File: src/design/sorted_deadline_timer_queue_macros.svh
// Assertion macros for the timer queue.
`ifndef SORTED_DEADLINE_TIMER_QUEUE_MACROS_SVH
`define SORTED_DEADLINE_TIMER_QUEUE_MACROS_SVH

`ifndef SYNTHESIS
// condition must hold at every edge out of reset
`define SDTQ_ASSERT_COMB(lbl, cond, msg) \
    lbl: assert property (@(posedge aclk) disable iff (!aresetn) (cond)) else $error(msg);
// antecedent at one edge implies consequent at the next
`define SDTQ_ASSERT_NEXT(lbl, ante, cons, msg) \
    lbl: assert property (@(posedge aclk) disable iff (!aresetn) (ante) |=> (cons)) \
        else $error(msg);
`else
`define SDTQ_ASSERT_COMB(lbl, cond, msg)
`define SDTQ_ASSERT_NEXT(lbl, ante, cons, msg)
`endif

`endif

File: src/design/sdtq_pkg.sv
package sdtq_pkg;

    localparam int NUM_SLOTS_DEF = 16;
    localparam int MAX_FIRE      = 16;
    localparam int DL_W          = 64;
    localparam int LIM_W         = 8;
    localparam int ID_W          = 4;
    localparam int KIND_W        = 3;
    localparam int REQ_W         = 2;

    localparam logic [LIM_W-1:0] DEF_LIMIT_RST = 8'd10;

    typedef enum logic [KIND_W-1:0] {
        KIND_ADD_OK  = 3'd0,
        KIND_ADD_REJ = 3'd1,
        KIND_REMOVED = 3'd2,
        KIND_FIRED   = 3'd3,
        KIND_NO_FIRE = 3'd4
    } kind_t;

    typedef struct packed {
        logic capture;   // latch the input transaction
        logic exec;      // apply the request, clear scan state
        logic scan_rd;   // read one slot of the table
        logic load_out;  // move one result into the output register
    } cmd_t;

    typedef struct packed {
        logic req_none;  // request type gives no result
        logic scan_end;  // last slot address issued this cycle
        logic out_free;  // output register can take a result
        logic res_last;  // pending result is the final one of the request
    } sts_t;

endpackage

File: src/design/sdtq_ctrl.sv
module sdtq_ctrl import sdtq_pkg::*; (
    input  logic aclk,
    input  logic aresetn,
    input  logic s_valid,
    output logic s_ready,
    input  sts_t sts,
    output cmd_t cmd
);

    typedef enum logic [4:0] {
        ST_IDLE  = 5'b00001,
        ST_EXEC  = 5'b00010,
        ST_SCAN  = 5'b00100,
        ST_DRAIN = 5'b01000,
        ST_EMIT  = 5'b10000
    } state_t;

    state_t state_reg, state_next;

    always_ff @(posedge aclk) begin
        if (!aresetn) begin
            state_reg <= ST_IDLE;
        end else begin
            state_reg <= state_next;
        end
    end

    always_comb begin
        state_next = state_reg;
        cmd        = '0;
        s_ready    = 1'b0;
        case (state_reg)
            ST_IDLE: begin
                s_ready     = 1'b1;
                cmd.capture = s_valid;
                if (s_valid) begin
                    state_next = ST_EXEC;
                end
            end
            ST_EXEC: begin
                cmd.exec   = 1'b1;
                state_next = sts.req_none ? ST_IDLE : ST_SCAN;
            end
            ST_SCAN: begin
                cmd.scan_rd = 1'b1;
                if (sts.scan_end) begin
                    state_next = ST_DRAIN;
                end
            end
            ST_DRAIN: begin
                // last slot read is processed here
                state_next = ST_EMIT;
            end
            ST_EMIT: begin
                if (sts.out_free) begin
                    cmd.load_out = 1'b1;
                    if (sts.res_last) begin
                        state_next = ST_IDLE;
                    end
                end
            end
            default: begin
                state_next = ST_IDLE;
            end
        endcase
    end

endmodule

File: config.mk
export PLATFORM = sky130hd
export DESIGN_NAME = sdtq_ctrl
export DESIGN_NICKNAME = d
export VERILOG_FILES = /design/src/design/sorted_deadline_timer_queue_macros.svh /design/src/design/sdtq_pkg.sv /design/src/design/sdtq_ctrl.sv
export SDC_FILE = /design/constraint.sdc
export NUM_CORES = 1
export LEC_CHECK = 0
export BUFFER_PORTS_ARGS = -buffer_cell sky130_fd_sc_hd__buf_2
export CAP_MARGIN = 20
export CORE_AREA = 4 4 41 43
export DETAILED_ROUTE_END_ITERATION = 8
export DIE_AREA = 0 0 45 47
export PLACE_DENSITY = 0.53
export SETUP_SLACK_MARGIN = 0.15
export SYNTH_ARGS = -nofsm -noshare
export SYNTH_HDL_FRONTEND = slang
export SYNTH_SLANG_ARGS = --single-unit
File: constraint.sdc
create_clock -name aclk -period 1.7 [get_ports aclk]
set_clock_uncertainty 0.15 [all_clocks]
set_input_delay 0.17 -clock aclk [delete_from_list [all_inputs] [get_ports aclk]]
set_output_delay 0.17 -clock aclk [all_outputs]
set_load 0.1 [all_outputs]
# After elaboration in Yosys (flattened, before gate mapping)
# Cells that the tools add are included.
[totals]
ff_bits = 5
output_inout_bits = 5
wordCells = 23
inputBits = 7
[classes]
muxes = 12
n_eq_ne = 9
reduce_logical = 1
[op_table]
columns = ["operator", "n"]
rows = [
  ["5-bit one-hot mux with 5 select lines", 1],
  ["5-bit two-way mux", 4],
  ["2-bit != test (second input constant)", 4],
  ["1-bit two-way mux", 6],
  ["5-bit by 1-bit equality test with 1-bit output (second input constant)", 1],
  ["5-bit by 2-bit equality test with 1-bit output (second input constant)", 1],
  ["5-bit by 3-bit equality test with 1-bit output (second input constant)", 1],
  ["5-bit by 4-bit equality test with 1-bit output (second input constant)", 1],
  ["5-bit equality test (second input constant)", 1],
  ["4-bit AND reduction", 1],
  ["3-bit two-way mux", 1],
]

# Longest topological paths before layout
# Gate-level depths: netlist of run 1.
[logic_depth]
word_depth = 3
ltp_mapped = 4
depth_no_buf = 3

# Worst setup path before layout of run 1
# OpenSTA, ideal clock, no wires.
[synth_path]
path_kind = "register to output"
start = "register state_reg[2]"
end = "output port cmd[2] (netlist bit)"
path_slack_ns = -1.920
t_arrival_ns = 3.300
stages_incl_launch_ff = 2
t_required_ns = 1.380
n_path_buf = 0
cell_sequence = "dfxtp_1 -> nor4_1"
[synth_rtl]
columns = ["element", "line", "source"]
rows = [
  ["from (decl)", "sdtq_ctrl.sv:18", "state_t state_reg, state_next;"],
  ["from (signal assigned)", "sdtq_ctrl.sv:24", "state_reg <= state_next;"],
  ["to (decl)", "sdtq_ctrl.sv:7", "output cmd_t cmd"],
]

==> results of run 1 <==
## stage by stage
| step | power (µW) | area, µm² |
|---|---|---|
| 2_1_floorplan | 224.0 | 332.8 |
| 3_3_place_gp | 269.8 | 476.7 |
| 3_5_place_dp | 268.6 | 476.7 |
| 4_1_cts | 429.6 | 570.5 |
| 5_1_grt | 445.2 | 611.8 |
| 6_report | 427.4 | 611.8 |
## kinds of logic (layout without fill, tap and decap cells)
family                 after synthesis  count (layout)  share of synthesized area
AO/OA/AOI/OAI                        6               6                     0.1673
AND/OR/NAND/NOR                     19              19                     0.4367
XOR/XNOR                             1               1                    0.02858
buffers and inverters                3              25                    0.04081
flip-flops                           5               5                     0.3265
## what timing repair did
action,4_1_cts,5_1_grt
setup endpoints to repair,4,6
endpoints found under the hold margin,0,0
gates resized for setup,4,4
buffers inserted,6,2
pin swaps,4,4
## power groups by stage
stage | Sequential [µW] | Clock (µW) | Combinational, µW
2_1_floorplan | 127 | 0 | 97.4
3_3_place_gp | 135 | 0 | 135
3_5_place_dp | 134 | 0 | 134
4_1_cts | 132 | 149 | 149
5_1_grt | 133 | 154 | 159
6_report | 132 | 144 | 151
## how the worst min path moves through the flow
stage / start / end / slack (ns) / depth (start not counted)
global route: aresetn / state_reg[4]$_SDFFE_PN0P_ / 0.03 / 3
CTS: aresetn / state_reg[4]$_SDFFE_PN0P_ / 0.02 / 3
detailed placement: aresetn / state_reg[1]$_SDFFE_PN0P_ / 0.29 / 2
finish: aresetn / state_reg[4]$_SDFFE_PN0P_ / 0.02 / 3
floorplan: aresetn / state_reg[4]$_SDFFE_PN0P_ / 0.15 / 2
global placement: aresetn / state_reg[1]$_SDFFE_PN0P_ / 0.28 / 2
## critical path, stage by stage, from the launching register on
cell	delay [ns]
dfxtp_4	0.35
buf_12	0.13
nor4_4	0.32
buf_12	0.22
## per-layer routing
metal | vias up | global-route usage | part of all wire
met5 | - | 0 | 0
met4 | 0 | 0.07018 | 0.016
met3 | 2 | 0.03065 | 0.090
met2 | 14 | 0.1469 | 0.49
met1 | 155 | 0.1164 | 0.40
li1 | 174 | - | -
## layout make-up
| class | count | area [µm²] |
|---|---|---|
| repair buffers | 19 | 215.2 |
| clock buffers | 4 | 26.28 |
| flip-flops and latches | 5 | 110.1 |
| inverters | 2 | 7.507 |
| well taps | 15 | 18.77 |
| multi-input cells | 26 | 234.0 |
| fillers | 134 | 689.4 |
## cell usage after synthesis, drive strengths merged, types with 2 or more instances
| cell type | number |
|---|---|
| and3 | 3 |
| dfxtp | 5 |
| inv | 2 |
| and4 | 2 |
| a41o | 2 |
| nor2 | 5 |
## layout by cell type (no fill, tap or decap), types with 2 or more instances in the layout
cell,n
buf_12,7
buf_2,6
buf_4,6
nor2_1,3
clkbuf_4,3
nor2_4,2
and3_4,2
and4_2,2
inv_1,2
dfxtp_2,2
dfxtp_4,2
==> flow_summary.yaml, run 1 <==
run_status:
  status: "finished, final reports clean"
timing:
  holdWs_ns: 0.01983
  final_max_slew_viol_count: 0
  worstMarginPinSlew_ns: 0.2747
  timing.fmax_ghz: 0.6280
  setup_viol: 0
  rsz0062_at_grt: "true"
  fin_ws_ns: 0.1075
  finalCritPeriodShare: 0.9368
  finalHoldViolCount: 0
  max_slew_margin: 0.8155
  period_minus_slack_ns: 1.592
  tns_ns: 0
power_and_ir_drop:
  share_comb_of_total_power: 0.354
  sw_frac_of_total: 0.3562
  intPower_uw: 275.2
  p_switching_uw: 152.2
  seqPwrFrac: 0.308
  ir_drop_uv: 360.3
  powerDensity_mw_per_mm2: 698.6
  p_leak_uw: 0.0002540
  clkPwrFrac: 0.338
global_route:
  grt.total_usage: 0.09731
  grt_max_degree: 10
  grt_pass1_vias: 320
  grt_pass1_wl_mm: 1.414
  gr-total-overflow: 0
  antenna_found_initial: 0
setup_path:
  reg2reg_slack_ns: 0.22
  reg2regPathDepth: 3
  critPathRequiredTime_ns: 1.38
  reg2reg_to: "state_reg[0]$_SDFFE_PN1P_"
  cp-startpoint: "state_reg[3]$_SDFFE_PN0P_"
  cp.arrival_ns: 1.27
  crit_end: "cmd[2]"
  end_kind: "primary output"
  critPathMaxFanout: 5
  start_kind: "flop"
  worst-setup-path-type: "reg2out"
  r2r-start: "state_reg[1]$_SDFFE_PN0P_"
yosys:
  synth-edff-count: 0
  ys_seq_area_frac: 0.3265
  syn_area_um2: 306.5
  syn-instance-count: 34
  synth_warnings: 0
  synth_top_area_frac: 0.3265
  ys_types: 24
  syn_nets: 41
  syn_area_per_cell_um2: 9.016
  yosys_register_bits: 5
  ys_top_cells_by_area: "dfxtp_1, and4_2, and3_2"
  synthArstFlopShare: 0
  ys.flop_type: "dfxtp_1"
  yosys.area.top_type: "dfxtp_1"
clocking:
  cts.clk_slew.worst_paths_ns: 0.05
  cts_sinks: 5
  cts_tree: "built"
  clock_tree.buffer_depth: 2
  cts_buffers: 3
  hold_buffers: 0
  clkLatencyLatePin_ns: 0.25
  cts_root_buffer: "clkbuf_4"
  cts_max_level: 1
hold_path:
  hold_path.class: "in2reg"
floorplanning:
  dieArea_mm2: 0.002115
  rows: 13
  dieWidth_um: 45
  initial_core_util: 0.2356
  dieHeight_um: 47
  core_area_mm2: 0.001301
  io_pins: 12
cells_and_area:
  largest_register_ffs: 5
  area_growth_pct: 99.59
  finalNonFillerCells: 71
  final_layout_size_suffix_gt1_frac: 0.6786
  layout.nets: 64
  final_util: 0.4702
  diodes: 0
placement:
  dp_cells: 59
  place_ws_ns: 0.1988
  portBuffers: 11
  place_congestion: 0.7335
drt:
  wire_per_inst_um: 13.28
  drt.antenna.violating_nets: 0
  drtIter0Drc: 5
  drc: 0
  drtPass1Iterations: 4
  vias_per_cell: 4.859
  vias: 345
  drt-total-wl_um: 943
job:
  cap_violations: 0
(Power assumes the default switching activity.)
==> run 2: changes to the inputs <==
BUFFER_PORTS_ARGS = -buffer_cell sky130_fd_sc_hd__clkbuf_2   (was -buffer_cell sky130_fd_sc_hd__buf_2)
CELL_PAD_IN_SITES_DETAIL_PLACEMENT = 0   (was unset)
CELL_PAD_IN_SITES_GLOBAL_PLACEMENT = 1   (was unset)
PLACE_DENSITY = 0.65   (was 0.53)
==> run 2 against run 1 <==
Effect of this change: non-clock buffer count is 3 lower; die area unchanged; sequential share of layout area rose by 2.4 points; critical path depth unchanged; power shrank 1.6%; largest cell class unchanged; highest routed layer unchanged; global-route usage fell by 1.0 points.
==> flow_summary.yaml, run 2 (same netlist as run 1, synthesis figures left out) <==
power_and_ir_drop:
  intPower_uw: 272.0
  clkPwrFrac: 0.340
  p_leak_uw: 0.0002378
  powerDensity_mw_per_mm2: 735.6
  p_switching_uw: 148.6
  seqPwrFrac: 0.312
  ir_drop_uv: 392.2
  total_power_uw: 420.6
  sw_frac_of_total: 0.3533
  share_comb_of_total_power: 0.348
clocking:
  clkLatencyLatePin_ns: 0.25
  cts.clk_slew.worst_paths_ns: 0.05
  cts_sinks: 5
  cts_max_level: 1
  cts_tree: "built"
  cts_root_buffer: "clkbuf_4"
  clock_tree.buffer_depth: 2
  cts_buffers: 3
cells_and_area:
  diodes: 0
  largest_register_ffs: 5
  area_growth_pct: 86.53
  final_layout_size_suffix_gt1_frac: 0.6792
  nFillCells: 136
  most-common-layout-cells: "clkbuf_2, buf_12, buf_4, dfxtp_4, clkbuf_4"
  mostFrequentLayoutCell: "clkbuf_2"
  finalNonFillerCells: 68
  layout.nets: 61
timing:
  rsz0062_at_grt: "true"
  setup_viol: 0
  holdWs_ns: 0.03255
  max_slew_margin: 0.8143
  final_max_slew_viol_count: 0
  fin_ws_ns: 0.1002
  timing.fmax_ghz: 0.6251
  period_minus_slack_ns: 1.600
  finalCritPeriodShare: 0.9411
  finalHoldViolCount: 0
  worstMarginPinSlew_ns: 0.2765
drt:
  drtIter0Drc: 2
  drt.antenna.violating_nets: 0
  vias_per_cell: 4.853
  wire_per_inst_um: 11.28
  vias: 330
  drtPass1Iterations: 2
  drc: 0
  drt-total-wl_um: 767
setup_path:
  r2r-start: "state_reg[3]$_SDFFE_PN0P_"
  start_kind: "flop"
  worst_path_dominant_cell_family: "simple AND/OR/NAND/NOR gates"
  path_buf_inv: 1
  cpMaxStageDelayCell: "dfxtp_4"
  max_stage_delay_ns: 0.35
  cp-startpoint: "state_reg[4]$_SDFFE_PN0P_"
  worst-setup-path-type: "reg2out"
  end_kind: "primary output"
  cp.arrival_ns: 1.28
  critPathRequiredTime_ns: 1.38
  critPathMaxFanout: 5
  cp_cell_sequence: "nand2b_4, nor4_4, buf_12"
placement:
  dp_cells: 59
  dp_hpwl_um: 578.1
  place_ws_ns: 0.2006
  place_congestion: 0.7112
  portBuffers: 11
floorplanning:
  io_pins: 12
  dieWidth_um: 45
  dieArea_mm2: 0.002115
  dieHeight_um: 47
  core_area_mm2: 0.001301
  rows: 13
  initial_core_util: 0.2356
global_route:
  grt_pass1_vias: 319
  antenna_found_initial: 0
  grt_max_degree: 10
  gr-total-overflow: 0
  grt.total_usage: 0.08709
  grt_pass1_wl_mm: 1.262
job:
  cap_violations: 0
hold_path:
  hp-start: "sts[2]"
  hold_path.class: "in2reg"
run_status:
  status: "finished, final reports clean"
[run 2: worst register-to-register path, delay by kind of cell (launching register included)]
family / cells / cell delay (ns)
AOI/OAI and AO/OA: 1 / 0.22
DFF: 1 / 0.36
and+or+nand+nor: 2 / 0.65
[run 2: path summary, 6_finish.rpt]
path                                             endpoint  slack, ns  cells after the start
worst max register to register  state_reg[0]$_SDFFE_PN1P_       0.21                      3
worst min-delay path            state_reg[3]$_SDFFE_PN0P_       0.03                      2
worst max-delay path                               cmd[2]       0.10                      3
worst min register to register  state_reg[4]$_SDFFE_PN0P_       0.38                      2
[run 2: layout make-up]
cell class	instances	area [µm²]	share of cell area
clock buffer	4	26.28	0.04595
inverter	2	7.507	0.01313
multi-input combinational	26	232.7	0.4070
sequential	5	116.4	0.2035
tap	15	18.77	0.03282
timing repair buffer	16	170.2	0.2976
[run 2: per-stage QoR]
stage | instance area, µm² | util | TNS (ns)
after floorplan | 332.8 | - | -0.1053
after global placement | 476.7 | 0.3663 | 0
after detailed placement | 476.7 | 0.3663 | 0
after CTS | 545.5 | 0.4192 | 0
after global routing | 571.8 | 0.4394 | 0
final | 571.8 | 0.4394 | 0
[run 2: timing repair]
action,CTS,global route
hold buffers,1,0
buffers inserted,3,1
setup endpoints to repair,4,5
resized for setup,4,6
endpoints found under the hold margin,1,0
pin swaps,2,3
[run 2: metal layers]
layer | up-vias | track usage | wire (µm)
met1 | 150 | 0.08009 | 337
li1 | 171 | - | -
met3 | 2 | 0.04981 | 51
met5 | - | 0 | 0
met2 | 7 | 0.1497 | 363
met4 | 0 | 0.05263 | 15
[run 2: power groups by stage]
stage                     logic, µW  clock network, µW  registers, µW
final                           146                143            131
after floorplan                97.4                  0            127
after global placement          134                  0            135
after global routing            154                161            133
after CTS                       145                148            132
after detailed placement        135                  0            134
==> run 3: changes to the inputs <==
REMOVE_ABC_BUFFERS = 1   (was unset)
==> run 3 against run 2 <==
Effect of this change: power decreased by 0.76%; clock-buffer cell count did not move; sequential power barely moved; non-clock buffer count increased by 2; highest routed layer unchanged.
==> flow_summary.yaml, run 3 (same netlist as run 1, synthesis figures left out) <==
run_status:
  status: "finished, final reports clean"
placement:
  place_ws_ns: 0.1221
  dp_hpwl_um: 576.5
  place_congestion: 0.7742
  portBuffers: 11
timing:
  setup_viol: 0
  timing.fmax_ghz: 0.6410
  period_minus_slack_ns: 1.560
  finalCritPeriodShare: 0.9177
  fin_ws_ns: 0.1399
  finalHoldViolCount: 0
  max_slew_margin: 0.8263
  holdWs_ns: 0.009294
  final_max_slew_viol_count: 0
  rsz0062_at_grt: "true"
  worstMarginPinSlew_ns: 0.2586
drt:
  wire_per_inst_um: 12.99
  drc: 0
  drt.antenna.violating_nets: 0
  drt-total-wl_um: 909
  drtIter0Drc: 1
  vias: 348
  vias_per_cell: 4.971
  drtPass1Iterations: 2
setup_path:
  end_kind: "primary output"
  critPathRequiredTime_ns: 1.38
  r2r-start: "state_reg[2]$_SDFFE_PN0P_"
  critPathMaxFanout: 3
  worst-setup-path-type: "reg2out"
  cp.arrival_ns: 1.24
  cp-startpoint: "state_reg[2]$_SDFFE_PN0P_"
  reg2regPathDepth: 4
  reg2reg_slack_ns: 0.19
  reg2reg_to: "state_reg[0]$_SDFFE_PN1P_"
  start_kind: "flop"
hold_path:
  hp-start: "aresetn"
  worstHoldPathCells: 3
  hold_path.class: "in2reg"
  hold_path_end: "state_reg[4]$_SDFFE_PN0P_"
global_route:
  grt_pass1_vias: 362
  grt_max_degree: 10
  gr-total-overflow: 0
  grt.total_usage: 0.09558
  grt_pass1_wl_mm: 1.386
  antenna_found_initial: 0
floorplanning:
  dieHeight_um: 47
  dieArea_mm2: 0.002115
  io_pins: 12
  dieWidth_um: 45
  rows: 13
  initial_core_util: 0.2356
  core_area_mm2: 0.001301
clocking:
  cts.clk_slew.worst_paths_ns: 0.04
  cts_root_buffer: "clkbuf_4"
  cts_max_level: 1
  cts_tree: "built"
  cts_buffers: 3
  clock_tree.buffer_depth: 2
  hold_buffers: 0
  clkLatencyLatePin_ns: 0.24
  cts_sinks: 5
cells_and_area:
  nFillCells: 139
  final_layout_size_suffix_gt1_frac: 0.6909
  regArea_um2: 113.9
  mostFrequentLayoutCell: "clkbuf_2"
  largest_register_ffs: 5
  final_util: 0.4510
  area_growth_pct: 91.43
  layout.nets: 63
  multi_input_area_um2: 230.2
  most-common-layout-cells: "clkbuf_2, buf_12, buf_4"
  diodes: 0
power_and_ir_drop:
  p_leak_uw: 0.0002475
  powerDensity_mw_per_mm2: 711.3
  ir_drop_uv: 362.0
job:
  cap_violations: 0
## run 3: cell count changes in the layout (fill, tap and decap cells not counted)
cell,change
buf_6,+2
and4_2,-1
and3_2,-1
and4_4,+1
nand2b_4,-1
dlygate4sd3_1,-1
nand2b_1,+1
and3_4,+1
dfxtp_2,+1
dfxtp_4,-1
buf_4,+1
## run 3: final cells by class
cell class                 count  area share
inverter                       2     0.01279
multi-input combinational     26      0.3923
sequential                     5      0.1940
tap                           15     0.03198
timing repair buffer          18      0.3241
clock buffer                   4     0.04478
## run 3: how the worst max path moves through the flow
stage,end,slack (ns),cells after the start
2_1_floorplan,cmd[2],-1.92,1
3_3_place_gp,cmd[3],0.13,4
3_5_place_dp,cmd[3],0.12,4
4_1_cts,cmd[3],0.13,4
5_1_grt,cmd[3],0.09,4
6_report,cmd[3],0.14,4
## run 3: critical path, stage by stage (launching register included)
cell and delay (ns):
dfxtp_4 0.36, nor2_4 0.13, and3_4 0.20, and2_4 0.14, buf_12 0.16
## run 3: layer usage
metal,track usage,routed length (µm),up-vias
met1,0.1045,429,159
met3,0.02682,67,3
li1,-,-,174
met4,0.07018,19,0
met2,0.1582,393,12
met5,0,0,-
## run 3: timing repair
action | in CTS | in global routing
pin swaps | 3 | 4
buffers inserted | 6 | 1
endpoints found under the setup margin | 5 | 6
gates resized for setup | 12 | 7
## run 3: report_power, final
group	switching, µW	internal [µW]
registers	12.3	120
clock network	48.4	88.7
logic	84.5	63.0
## run 3: per-stage QoR
step | total power [µW] | instances | TNS (ns) | cell area (µm²)
floorplan | 212.8 | 33 | -2.460 | 301.5
global placement | 260.4 | 59 | 0 | 450.4
detailed placement | 260.9 | 59 | 0 | 450.4
CTS | 418.1 | 69 | 0 | 554.3
global route | 438.5 | 70 | 0 | 586.8
finish | 417.4 | 70 | 0 | 586.8
